`src/hdl/ocrwsn_pkg.sv`:
```
package ocrwsn_pkg;

  // Code unit and run store geometry
  localparam int UNIT_W      = 16;
  localparam int RUN_DEPTH   = 16;
  localparam int RUN_CNT_W   = $clog2(RUN_DEPTH + 1);
  localparam int RUN_ADDR_W  = $clog2(RUN_DEPTH);
  localparam logic [RUN_CNT_W-1:0] RUN_FULL = RUN_CNT_W'(RUN_DEPTH);

  // Code points with a role of their own
  localparam logic [UNIT_W-1:0] CH_TAB  = 16'h0009;
  localparam logic [UNIT_W-1:0] CH_LF   = 16'h000A;
  localparam logic [UNIT_W-1:0] CH_VT   = 16'h000B;
  localparam logic [UNIT_W-1:0] CH_FF   = 16'h000C;
  localparam logic [UNIT_W-1:0] CH_CR   = 16'h000D;
  localparam logic [UNIT_W-1:0] CH_SP   = 16'h0020;
  localparam logic [UNIT_W-1:0] CH_NEL  = 16'h0085;
  localparam logic [UNIT_W-1:0] CH_NBSP = 16'h00A0;
  localparam logic [UNIT_W-1:0] CH_LSEP = 16'h2028;
  localparam logic [UNIT_W-1:0] CH_PSEP = 16'h2029;
  localparam logic [UNIT_W-1:0] CH_IDSP = 16'h3000;
  localparam logic [UNIT_W-1:0] CH_BOM  = 16'hFEFF;

  // Work to be done for one accepted word, in this order:
  // push a space, flush the run, emit LF, then push or emit the unit
  typedef struct packed {
    logic              push_sp;
    logic              flush;
    logic              flush_en;
    logic              lf;
    logic              c_push;
    logic              c_emit;
    logic [UNIT_W-1:0] unit;
  } ocrwsn_plan_t;

  // Commands to the run buffer
  typedef struct packed {
    logic                  push;
    logic [UNIT_W-1:0]     unit;
    logic                  clear;
    logic                  rd_en;
    logic [RUN_ADDR_W-1:0] rd_addr;
  } ocrwsn_buf_cmd_t;

endpackage

```
`src/hdl/ocrwsn_if.sv`:
```
interface ocrwsn_in_if;
  import ocrwsn_pkg::*;
  logic              valid;
  logic              ready;
  logic              mode;
  logic [UNIT_W-1:0] code_unit;

  modport source (output valid, output mode, output code_unit, input ready);
  modport sink (input valid, input mode, input code_unit, output ready);
endinterface

interface ocrwsn_out_if;
  import ocrwsn_pkg::*;
  logic              valid;
  logic              ready;
  logic [UNIT_W-1:0] out_unit;
  logic              last_of_run;
  logic              run_truncated;

  modport source (output valid, output out_unit, output last_of_run,
                  output run_truncated, input ready);
  modport sink (input valid, input out_unit, input last_of_run,
                input run_truncated, output ready);
endinterface

```
`src/hdl/ocrwsn_plan.sv`:
```
module ocrwsn_plan (
  input  logic                         clk,
  input  logic                         rst_n,
  input  logic                         take,
  input  logic                         mode,
  input  logic [ocrwsn_pkg::UNIT_W-1:0] code_unit,
  output ocrwsn_pkg::ocrwsn_plan_t     plan
);
  import ocrwsn_pkg::*;

  logic swallow_lf_r, swallow_lf_nxt;
  logic line_has_content_r, line_has_content_nxt;
  logic pending_space_r, pending_space_nxt;
  logic paragraph_pending_r, paragraph_pending_nxt;
  logic text_started_r, text_started_nxt;
  logic last_ascii_word_r, last_ascii_word_nxt;
  logic prev_jp_r, prev_jp_nxt;
  logic sep_lf, sep_sp, c_ws, c_jp, c_aw;

  function automatic logic is_break(input logic [UNIT_W-1:0] c);
    return c == CH_CR || c == CH_LF || c == CH_VT || c == CH_FF ||
           c == CH_NEL || c == CH_LSEP || c == CH_PSEP;
  endfunction

  function automatic logic is_inline_ws(input logic [UNIT_W-1:0] c);
    return c == CH_SP || c == CH_TAB || c == CH_NBSP || c == 16'h1680 ||
           (c >= 16'h2000 && c <= 16'h200A) || c == 16'h202F ||
           c == 16'h205F || c == CH_IDSP || c == CH_BOM;
  endfunction

  function automatic logic is_japanese(input logic [UNIT_W-1:0] c);
    return (c >= 16'h3040 && c <= 16'h30FF) || (c >= 16'h31F0 && c <= 16'h31FF) ||
           (c >= 16'h3400 && c <= 16'h4DBF) || (c >= 16'h4E00 && c <= 16'h9FFF) ||
           (c >= 16'hF900 && c <= 16'hFAFF) || (c >= 16'hFF66 && c <= 16'hFF9D) ||
           (c >= 16'h3005 && c <= 16'h3007);
  endfunction

  function automatic logic is_ascii_word(input logic [UNIT_W-1:0] c);
    return (c >= 16'h0041 && c <= 16'h005A) || (c >= 16'h0061 && c <= 16'h007A) ||
           (c >= 16'h0030 && c <= 16'h0039);
  endfunction

  assign c_ws = is_inline_ws(code_unit);
  assign c_jp = is_japanese(code_unit);
  assign c_aw = is_ascii_word(code_unit);

  // Decide the line state update and the work for this word
  always_comb begin
    swallow_lf_nxt        = swallow_lf_r;
    line_has_content_nxt  = line_has_content_r;
    pending_space_nxt     = pending_space_r;
    paragraph_pending_nxt = paragraph_pending_r;
    text_started_nxt      = text_started_r;
    last_ascii_word_nxt   = last_ascii_word_r;
    prev_jp_nxt           = prev_jp_r;
    sep_lf                = 1'b0;
    sep_sp                = 1'b0;
    plan                  = '0;
    plan.unit             = code_unit;
    if (mode) begin
      // end of text: flush the held run, then return to the start state
      plan.flush            = 1'b1;
      plan.flush_en         = !prev_jp_r;
      swallow_lf_nxt        = 1'b0;
      line_has_content_nxt  = 1'b0;
      pending_space_nxt     = 1'b0;
      paragraph_pending_nxt = 1'b0;
      text_started_nxt      = 1'b0;
      last_ascii_word_nxt   = 1'b0;
      prev_jp_nxt           = 1'b0;
    end else if (swallow_lf_r && code_unit == CH_LF) begin
      swallow_lf_nxt = 1'b0;
    end else begin
      swallow_lf_nxt = (code_unit == CH_CR);
      if (is_break(code_unit)) begin
        if (!line_has_content_r && text_started_r) begin
          paragraph_pending_nxt = 1'b1;
        end
        line_has_content_nxt = 1'b0;
        pending_space_nxt    = 1'b0;
      end else if (code_unit == CH_SP || code_unit == CH_TAB) begin
        if (line_has_content_r) begin
          pending_space_nxt = 1'b1;
        end
      end else begin
        // content: pick the joiner, then place the unit itself
        if (!line_has_content_r) begin
          if (text_started_r) begin
            if (paragraph_pending_r) begin
              sep_lf = 1'b1;
            end else if (last_ascii_word_r && c_aw) begin
              sep_sp = 1'b1;
            end
          end
          paragraph_pending_nxt = 1'b0;
          line_has_content_nxt  = 1'b1;
          text_started_nxt      = 1'b1;
        end else if (pending_space_r) begin
          sep_sp = 1'b1;
        end
        pending_space_nxt   = 1'b0;
        last_ascii_word_nxt = c_aw;
        plan.push_sp        = sep_sp;
        plan.lf             = sep_lf;
        if (sep_lf) begin
          plan.flush    = 1'b1;
          plan.flush_en = !prev_jp_r;
          prev_jp_nxt   = 1'b0;
        end
        if (c_ws) begin
          plan.c_push = 1'b1;
        end else begin
          plan.c_emit = 1'b1;
          prev_jp_nxt = c_jp;
          if (!sep_lf) begin
            plan.flush    = 1'b1;
            plan.flush_en = !prev_jp_r && !c_jp;
          end
        end
      end
    end
  end

  // Hold line state, advance on each accepted word
  always_ff @(posedge clk) begin
    if (!rst_n) begin
      swallow_lf_r        <= 1'b0;
      line_has_content_r  <= 1'b0;
      pending_space_r     <= 1'b0;
      paragraph_pending_r <= 1'b0;
      text_started_r      <= 1'b0;
      last_ascii_word_r   <= 1'b0;
      prev_jp_r           <= 1'b0;
    end else if (take) begin
      swallow_lf_r        <= swallow_lf_nxt;
      line_has_content_r  <= line_has_content_nxt;
      pending_space_r     <= pending_space_nxt;
      paragraph_pending_r <= paragraph_pending_nxt;
      text_started_r      <= text_started_nxt;
      last_ascii_word_r   <= last_ascii_word_nxt;
      prev_jp_r           <= prev_jp_nxt;
    end
  end

endmodule

```
`src/hdl/ocrwsn_run_buf.sv`:
```
module ocrwsn_run_buf (
  input  logic                            clk,
  input  logic                            rst_n,
  input  ocrwsn_pkg::ocrwsn_buf_cmd_t     cmd,
  output logic [ocrwsn_pkg::UNIT_W-1:0]    rd_data,
  output logic [ocrwsn_pkg::RUN_CNT_W-1:0] count,
  output logic                            overflow
);
  import ocrwsn_pkg::*;

  logic [UNIT_W-1:0]    mem [RUN_DEPTH];
  logic [UNIT_W-1:0]    rd_data_r;
  logic [RUN_CNT_W-1:0] count_r;
  logic                 overflow_r;
  logic                 room;

  assign room     = count_r < RUN_FULL;
  assign rd_data  = rd_data_r;
  assign count    = count_r;
  assign overflow = overflow_r;

  // Write at the fill point; reads are registered into rd_data
  always_ff @(posedge clk) begin
    if (cmd.push && room) begin
      mem[count_r[RUN_ADDR_W-1:0]] <= cmd.unit;
    end
    if (cmd.rd_en) begin
      rd_data_r <= mem[cmd.rd_addr];
    end
  end

  // Track fill count and overflow of the current run
  always_ff @(posedge clk) begin
    if (!rst_n) begin
      count_r    <= '0;
      overflow_r <= 1'b0;
    end else if (cmd.clear) begin
      count_r    <= '0;
      overflow_r <= 1'b0;
    end else if (cmd.push) begin
      if (room) begin
        count_r <= count_r + 1'b1;
      end else begin
        overflow_r <= 1'b1;
      end
    end
  end

endmodule

```
`src/hdl/ocr_text_whitespace_normalizer_core.sv`:
```
// Whitespace normaliser for OCR text, one UTF-16 code unit per word.
// in_ch (sink): mode = 0 carries a text code unit in code_unit, mode = 1
//   marks end of text and flushes the held whitespace run.
// out_ch (source): normalised code units; last_of_run marks the final word
//   caused by one input word, run_truncated marks units of a flushed run
//   that held more than RUN_DEPTH units (the excess is dropped).
// Inline whitespace other than SP and TAB, and joiner spaces, is held in a
// RUN_DEPTH-entry synchronous RAM until the next visible unit or end of
// text decides whether the run is kept or dropped. A fast-path word is in
// the output register in the cycle after it is accepted; one word per cycle
// is taken when nothing held is flushed, no joiner or LF is queued and
// out_ch is free. Else the sequencer pushes the space, then reads the run
// through the single RAM read port, one unit a cycle while out_ch is free.
// Reset clears all line state and the run count; no clearing pass is needed.
// When out_ch stalls, the output register holds its word; input is still
// taken while only plain state updates or RAM pushes are needed, and the
// sequencer waits whenever it has a word to place.
module ocr_text_whitespace_normalizer_core (
  input  logic               clk,
  input  logic               rst_n,
  ocrwsn_in_if.sink          in_ch,
  ocrwsn_out_if.source       out_ch
);
  import ocrwsn_pkg::*;

  typedef enum logic [2:0] {S_IDLE, S_PUSH_SP, S_FLUSH, S_LF, S_FINAL} state_t;

  state_t               state_r, state_nxt;
  ocrwsn_plan_t         pl_r, pl_nxt;
  ocrwsn_plan_t         plan;
  ocrwsn_buf_cmd_t      cmd;
  logic [RUN_CNT_W-1:0] idx_r, idx_nxt, idx_inc;
  logic                 rdv_r, rdv_nxt;
  logic                 out_valid_r;
  logic [UNIT_W-1:0]    out_unit_r;
  logic                 out_last_r, out_trunc_r;
  logic [UNIT_W-1:0]    rd_data;
  logic [RUN_CNT_W-1:0] run_cnt;
  logic                 run_ovf;
  logic                 take, slot_free, fast, flush_done;
  logic                 ld, ld_last, ld_trunc;
  logic [UNIT_W-1:0]    ld_unit;

  function automatic state_t after_flush(input ocrwsn_plan_t p);
    if (p.lf) return S_LF;
    if (p.c_push || p.c_emit) return S_FINAL;
    return S_IDLE;
  endfunction

  function automatic state_t after_push(input ocrwsn_plan_t p);
    return p.flush ? S_FLUSH : after_flush(p);
  endfunction

  function automatic state_t first_step(input ocrwsn_plan_t p);
    return p.push_sp ? S_PUSH_SP : after_push(p);
  endfunction

  assign in_ch.ready = (state_r == S_IDLE);
  assign take        = in_ch.valid && in_ch.ready;
  assign slot_free   = !out_valid_r || out_ch.ready;
  assign idx_inc     = idx_r + 1'b1;
  assign flush_done  = (idx_inc == run_cnt);

  ocrwsn_plan u_plan (
    .clk       (clk),
    .rst_n     (rst_n),
    .take      (take),
    .mode      (in_ch.mode),
    .code_unit (in_ch.code_unit),
    .plan      (plan)
  );

  ocrwsn_run_buf u_run_buf (
    .clk      (clk),
    .rst_n    (rst_n),
    .cmd      (cmd),
    .rd_data  (rd_data),
    .count    (run_cnt),
    .overflow (run_ovf)
  );

  // Sequence the steps of one word against the run RAM and output register
  always_comb begin
    cmd       = '0;
    ld        = 1'b0;
    ld_unit   = pl_r.unit;
    ld_last   = 1'b1;
    ld_trunc  = 1'b0;
    fast      = 1'b0;
    state_nxt = state_r;
    pl_nxt    = pl_r;
    idx_nxt   = idx_r;
    rdv_nxt   = rdv_r;
    unique case (state_r)
      S_IDLE: begin
        if (take) begin
          fast = !plan.push_sp && !plan.lf &&
                 !(plan.flush && plan.flush_en && run_cnt != '0) &&
                 !(plan.c_emit && !slot_free);
          if (fast) begin
            cmd.clear = plan.flush;
            cmd.push  = plan.c_push;
            cmd.unit  = plan.unit;
            ld        = plan.c_emit;
            ld_unit   = plan.unit;
          end else begin
            pl_nxt    = plan;
            state_nxt = first_step(plan);
          end
        end
      end
      S_PUSH_SP: begin
        cmd.push  = 1'b1;
        cmd.unit  = CH_SP;
        state_nxt = after_push(pl_r);
      end
      S_FLUSH: begin
        if (!pl_r.flush_en || run_cnt == '0) begin
          // drop the run
          cmd.clear = 1'b1;
          state_nxt = after_flush(pl_r);
        end else if (!rdv_r) begin
          cmd.rd_en   = 1'b1;
          cmd.rd_addr = idx_r[RUN_ADDR_W-1:0];
          rdv_nxt     = 1'b1;
        end else if (slot_free) begin
          ld       = 1'b1;
          ld_unit  = rd_data;
          ld_trunc = run_ovf;
          ld_last  = flush_done && !pl_r.lf && !pl_r.c_emit;
          if (flush_done) begin
            cmd.clear = 1'b1;
            rdv_nxt   = 1'b0;
            idx_nxt   = '0;
            state_nxt = after_flush(pl_r);
          end else begin
            cmd.rd_en   = 1'b1;
            cmd.rd_addr = idx_inc[RUN_ADDR_W-1:0];
            idx_nxt     = idx_inc;
          end
        end
      end
      S_LF: begin
        if (slot_free) begin
          ld        = 1'b1;
          ld_unit   = CH_LF;
          ld_last   = !pl_r.c_emit;
          state_nxt = S_FINAL;
        end
      end
      S_FINAL: begin
        if (pl_r.c_push) begin
          cmd.push  = 1'b1;
          cmd.unit  = pl_r.unit;
          state_nxt = S_IDLE;
        end else if (slot_free) begin
          ld        = 1'b1;
          state_nxt = S_IDLE;
        end
      end
      default: state_nxt = S_IDLE;
    endcase
  end

  // Hold sequencer state and the output register
  always_ff @(posedge clk) begin
    if (!rst_n) begin
      state_r     <= S_IDLE;
      idx_r       <= '0;
      rdv_r       <= 1'b0;
      out_valid_r <= 1'b0;
    end else begin
      state_r <= state_nxt;
      pl_r    <= pl_nxt;
      idx_r   <= idx_nxt;
      rdv_r   <= rdv_nxt;
      if (ld) begin
        out_valid_r <= 1'b1;
        out_unit_r  <= ld_unit;
        out_last_r  <= ld_last;
        out_trunc_r <= ld_trunc;
      end else if (out_ch.ready) begin
        out_valid_r <= 1'b0;
      end
    end
  end

  assign out_ch.valid         = out_valid_r;
  assign out_ch.out_unit      = out_unit_r;
  assign out_ch.last_of_run   = out_last_r;
  assign out_ch.run_truncated = out_trunc_r;

endmodule

```
`src/flat_wrapper.sv`:
```
// flat-port wrapper written by rule: the top's interface ports become plain ports
module ocr_text_whitespace_normalizer_core_flat import ocrwsn_pkg::*;
  (clk, rst_n, in_ch_valid, in_ch_mode, in_ch_code_unit, in_ch_ready, out_ch_valid, out_ch_out_unit, out_ch_last_of_run, out_ch_run_truncated, out_ch_ready);
  ocrwsn_in_if in_ch_i ();
  ocrwsn_out_if out_ch_i ();
  input  logic clk;
  input  logic rst_n;
  input wire logic [$bits(in_ch_i.valid)-1:0] in_ch_valid;
  input wire logic [$bits(in_ch_i.mode)-1:0] in_ch_mode;
  input wire logic [$bits(in_ch_i.code_unit)-1:0] in_ch_code_unit;
  output wire logic [$bits(in_ch_i.ready)-1:0] in_ch_ready;
  output wire logic [$bits(out_ch_i.valid)-1:0] out_ch_valid;
  output wire logic [$bits(out_ch_i.out_unit)-1:0] out_ch_out_unit;
  output wire logic [$bits(out_ch_i.last_of_run)-1:0] out_ch_last_of_run;
  output wire logic [$bits(out_ch_i.run_truncated)-1:0] out_ch_run_truncated;
  input wire logic [$bits(out_ch_i.ready)-1:0] out_ch_ready;
  assign in_ch_i.valid = in_ch_valid;
  assign in_ch_i.mode = in_ch_mode;
  assign in_ch_i.code_unit = in_ch_code_unit;
  assign in_ch_ready = in_ch_i.ready;
  assign out_ch_valid = out_ch_i.valid;
  assign out_ch_out_unit = out_ch_i.out_unit;
  assign out_ch_last_of_run = out_ch_i.last_of_run;
  assign out_ch_run_truncated = out_ch_i.run_truncated;
  assign out_ch_i.ready = out_ch_ready;
  ocr_text_whitespace_normalizer_core u_core (.clk(clk), .rst_n(rst_n), .in_ch(in_ch_i), .out_ch(out_ch_i));
endmodule
```
`config.mk`:
```
export PLATFORM = sky130hd
export DESIGN_NAME = ocr_text_whitespace_normalizer_core_flat
export DESIGN_NICKNAME = d
export VERILOG_FILES = /design/src/hdl/ocrwsn_pkg.sv /design/src/hdl/ocrwsn_if.sv /design/src/hdl/ocrwsn_plan.sv /design/src/hdl/ocrwsn_run_buf.sv /design/src/hdl/ocr_text_whitespace_normalizer_core.sv /design/src/flat_wrapper.sv
export SDC_FILE = /design/constraint.sdc
export NUM_CORES = 1
export LEC_CHECK = 0
export ABC_AREA = 0
export BUFFER_PORTS_ARGS = -buffer_cell sky130_fd_sc_hd__buf_4
export CORE_ASPECT_RATIO = 0.9
export CORE_MARGIN = 5
export CORE_UTILIZATION = 50
export CTS_CLUSTER_DIAMETER = 120
export DETAILED_ROUTE_END_ITERATION = 8
export PLACE_DENSITY_LB_ADDON = 0.08
export SLEW_MARGIN = 20
export SYNTH_ARGS = -nofsm -noshare
export SYNTH_HDL_FRONTEND = slang
export SYNTH_SLANG_ARGS = --single-unit
```
`constraint.sdc`:
```
create_clock -name clk -period 7.8 [get_ports clk]
set_input_delay 0.39 -clock clk [delete_from_list [all_inputs] [get_ports clk]]
set_output_delay 0.39 -clock clk [all_outputs]
set_load 0.01 [all_outputs]
```
==> results.tsv <==
stage	metric	value	unit
sta	slew margin rel.	0.269	
clock_tree	Clock Sinks	334	
sta	Slew Limit Fails	0	
yosys	Synth Cell Area	14800	um2
yosys	most used standard cell by instance count after synthesis	edfxtp_1	
yosys	post-synthesis cell type count	85	
power_and_ir_drop	leak pwr	5.44	nW
die	die area	33100	um2
sta	clock period minus final worst setup slack	4.65	ns
grt	vias in the first global route	9222	
worst_setup_path	CP dominant cell by count	buf_4	
die	DIE HEIGHT	173	um
sta	setup TNS	0	ns
yosys	largest area contributor in the netlist	edfxtp_1	
worst_setup_path	WS Path Type	register to register	
worst_setup_path	data arrival time of the critical path	4.92	ns
worst_setup_path	Crit Path Max Fanout	76	
layout	Final nets	1160	
die	row count	59	
yosys	commonest register cell after synthesis	edfxtp_1	
sta	final worst path period share	0.596	
worst_setup_path	Crit. End Element	register	
grt	Overall Global Routing Usage	0.215	
yosys	Synth top area share	0.631	
power_and_ir_drop	Pwr Total	3.99	mW
worst_setup_path	crit path buf inv count	4	
clock_tree	buffer depth of the longest clock path	3	
place	gpl congestion	0.946	
worst_setup_path	Slowest-stage cell, CP	nand2_4	
power_and_ir_drop	peak supply drop	0.000210	V
sta	Final setup viols	0	
flow_run	max-cap violation count	0	
yosys	Synth Warn #	0	
place	Post-DP HPWL	22.1	mm
drt	first-pass iteration count of the detailed router	5	
grt	pin count of the biggest net entering global routing	77	
clock_tree	PostCTS Resize Cnt	0	
yosys	synth top area cells	edfxtp_1 (63%), nand2_1 (3.5%), dfxtp_1 (3.1%), mux2i_1 (2.3%), mux2_2 (2.3%)	
status	status	finished clean	
worst_setup_path	crit-path max cell delay	0.57	ns
drt	via count	9588	
hold_path	Min-Delay Path Class	primary input to register	
die	Top Ports	41	
clock_tree	cts bufs inserted	36	
yosys	#FFs+latches synth	334	
yosys	Async S/R FF share, synth	0	
grt	antenna violations before repair	0	
drt	ratio of routed vias to standard cells	6.17	
power_and_ir_drop	PD cells	239	nW/um2
clock_tree	H-tree depth	2	
sta	Fmax	215	MHz
clock_tree	CTS root buf	clkbuf_16	
yosys	Syn Inst Count	1112	
drt	DRC Markers	0	
sta	Hold Vio Cnt, Final	0	
worst_setup_path	CP cell instances	inv_1 -> ha_1 -> or4b_1 -> nand4_2 -> nor2_2 -> buf_4 -> o211ai_2 -> buf_4 -> nand2_4 -> buf_12 -> mux2_2 -> nor2_1 -> o32ai_1 -> a221o_1	
yosys	most instantiated cells after synthesis	edfxtp_1 (311), nand2_1 (138), nor2_1 (62)	
grt	first-pass GRT wire length	55.3	mm
drt	Post-DRT Antenna Nets	0	
grt	grt total ovfl	0	
layout	antenna cells	0	
worst_setup_path	kind of cell adding the most delay to the critical path	simple AND/OR/NAND/NOR gates	
clock_tree	clk_lat worst skew	0.52	ns
sta	Worst Tran Pin Value	1.10	ns
layout	area growth from synthesis to layout	13.0	%
layout	filler instances	2328	
yosys	Syn Nets	1138	
place	Port Buffers	40	
drt	Routed WL	36.1	mm
clock_tree	CTS tree	done	
worst_setup_path	worst path required time	8.07	ns
layout	share of cells above drive strength 1	0.171	
yosys	post-synthesis sequential area ratio	0.663	
drt	DR iter-0 viols	808	
worst_setup_path	Startpoint Class	register	
die	Initial Util	0.510	
sta	unrepaired setup endpoints after global routing	no	
yosys	Post-synth EDFFs	311	
clock_tree	Setup Buffers After CTS	0	
die	Die Width	191	um
sta	clk_skew	0.0203	ns
die	core area	29000	um2
yosys	syn avg cell area	13.3	um2
clock_tree	Hold Buf Count CTS	0	
worst_setup_path	worst reg-to-reg setup slack	3.15	ns
drt	wire per inst	23.2	um
clock_tree	Clk pin slew, worst setup/hold paths	0.06	ns
## registers in the layout, indices dropped and copies added (netlist names), 3 cells and up
| register | count |
|---|---|
| u_core.idx_r | 5 |
| u_core.u_run_buf.mem | 256 |
| u_core.pl_r | 21 |
| u_core.u_run_buf.count | 5 |
| u_core.state_r | 3 |
| u_core.u_run_buf.rd_data | 16 |
| u_core.out_ch.out_unit | 16 |
## where the power goes
group / internal, mW / total, mW / leakage [nW] / switching, mW
combinational: 0.0841 / 0.272 / 1.84 / 0.188
sequential: 2.01 / 2.03 / 3.03 / 0.0139
clock: 1.01 / 1.69 / 0.575 / 0.688
total: 3.11 / 3.99 / 5.44 / 0.889
## layout make-up
cell class / instances / area, um2 / share of cell area
sequential: 334 / 9800 / 0.586
multi-input combinational: 693 / 4750 / 0.284
clock buffer: 44 / 951 / 0.0569
timing repair buffer: 61 / 470 / 0.0281
tap: 396 / 495 / 0.0296
inverter: 8 / 30.0 / 0.00180
clock inverter: 18 / 221 / 0.0132
## cells in the final DEF (no fill, tap or decap), drive strengths merged, types with 14 or more instances in the layout
cell type	count
a21oi	18
edfxtp	311
mux2i	34
a211oi	31
nor2	65
buf	61
nand2	138
nor3	14
dfxtp	23
clkbuf	44
a31oi	51
and3	48
a221o	15
o32ai	16
a22o	15
a221oi	14
o21ai	38
mux2	30
## through the flow
stage	utilization	cells	setup WS, ns	cell area (um2)	hold WS (ns)
2_1_floorplan	-	1112	3.86	14800	0.429
3_3_place_gp	0.534	1492	3.18	15500	0.478
3_5_place_dp	0.535	1492	3.06	15500	0.485
4_1_cts	0.575	1554	3.02	16700	0.0978
5_1_grt	0.576	1554	2.81	16700	0.114
6_report	0.576	1554	3.15	16700	0.124
## worst reg2reg max path, delay by kind of cell (launching register included)
kind,cells,cell delay [ns]
buffers and inverters,4,1.19
multiplexers,1,0.43
flip-flops,1,0.45
AO/OA/AOI/OAI,3,0.58
AND/OR/NAND/NOR,5,1.52
adder cells (fa/ha/maj),1,0.21
## final timing paths
kind                                               from  cells past startpoint                                          to
min                                 in_ch_code_unit[11]                      1                   u_core.pl_r[11]$_DFFE_PP_
min reg2reg  u_core.u_plan.pending_space_r$_SDFFE_PN0P_                      2  u_core.u_plan.pending_space_r$_SDFFE_PN0P_
max              u_core.u_run_buf.count[0]$_SDFFE_PP0P_                     14       u_core.u_run_buf.rd_data[9]$_DFFE_PP_
max reg2reg      u_core.u_run_buf.count[0]$_SDFFE_PP0P_                     14       u_core.u_run_buf.rd_data[9]$_DFFE_PP_
## logic make-up (layout without fill, tap and decap cells)
family,Yosys count,after routing,share of synthesized area
AND/OR/NAND/NOR,357,357,0.122
flip-flops,334,334,0.663
AO/OA/AOI/OAI,253,253,0.129
buffers and inverters,85,131,0.0241
multiplexers,68,68,0.0519
XOR/XNOR,10,10,0.00592
adder cells (fa/ha/maj),5,5,0.00423
## per-layer routing
metal,share of wire,track usage,vias to the layer above
met5,0,0,-
met4,0.024,0.0595,0
met3,0.051,0.0327,53
met2,0.46,0.324,281
met1,0.47,0.326,4850
li1,-,-,4404
No activity file was read; power rests on OpenSTA's default activity.
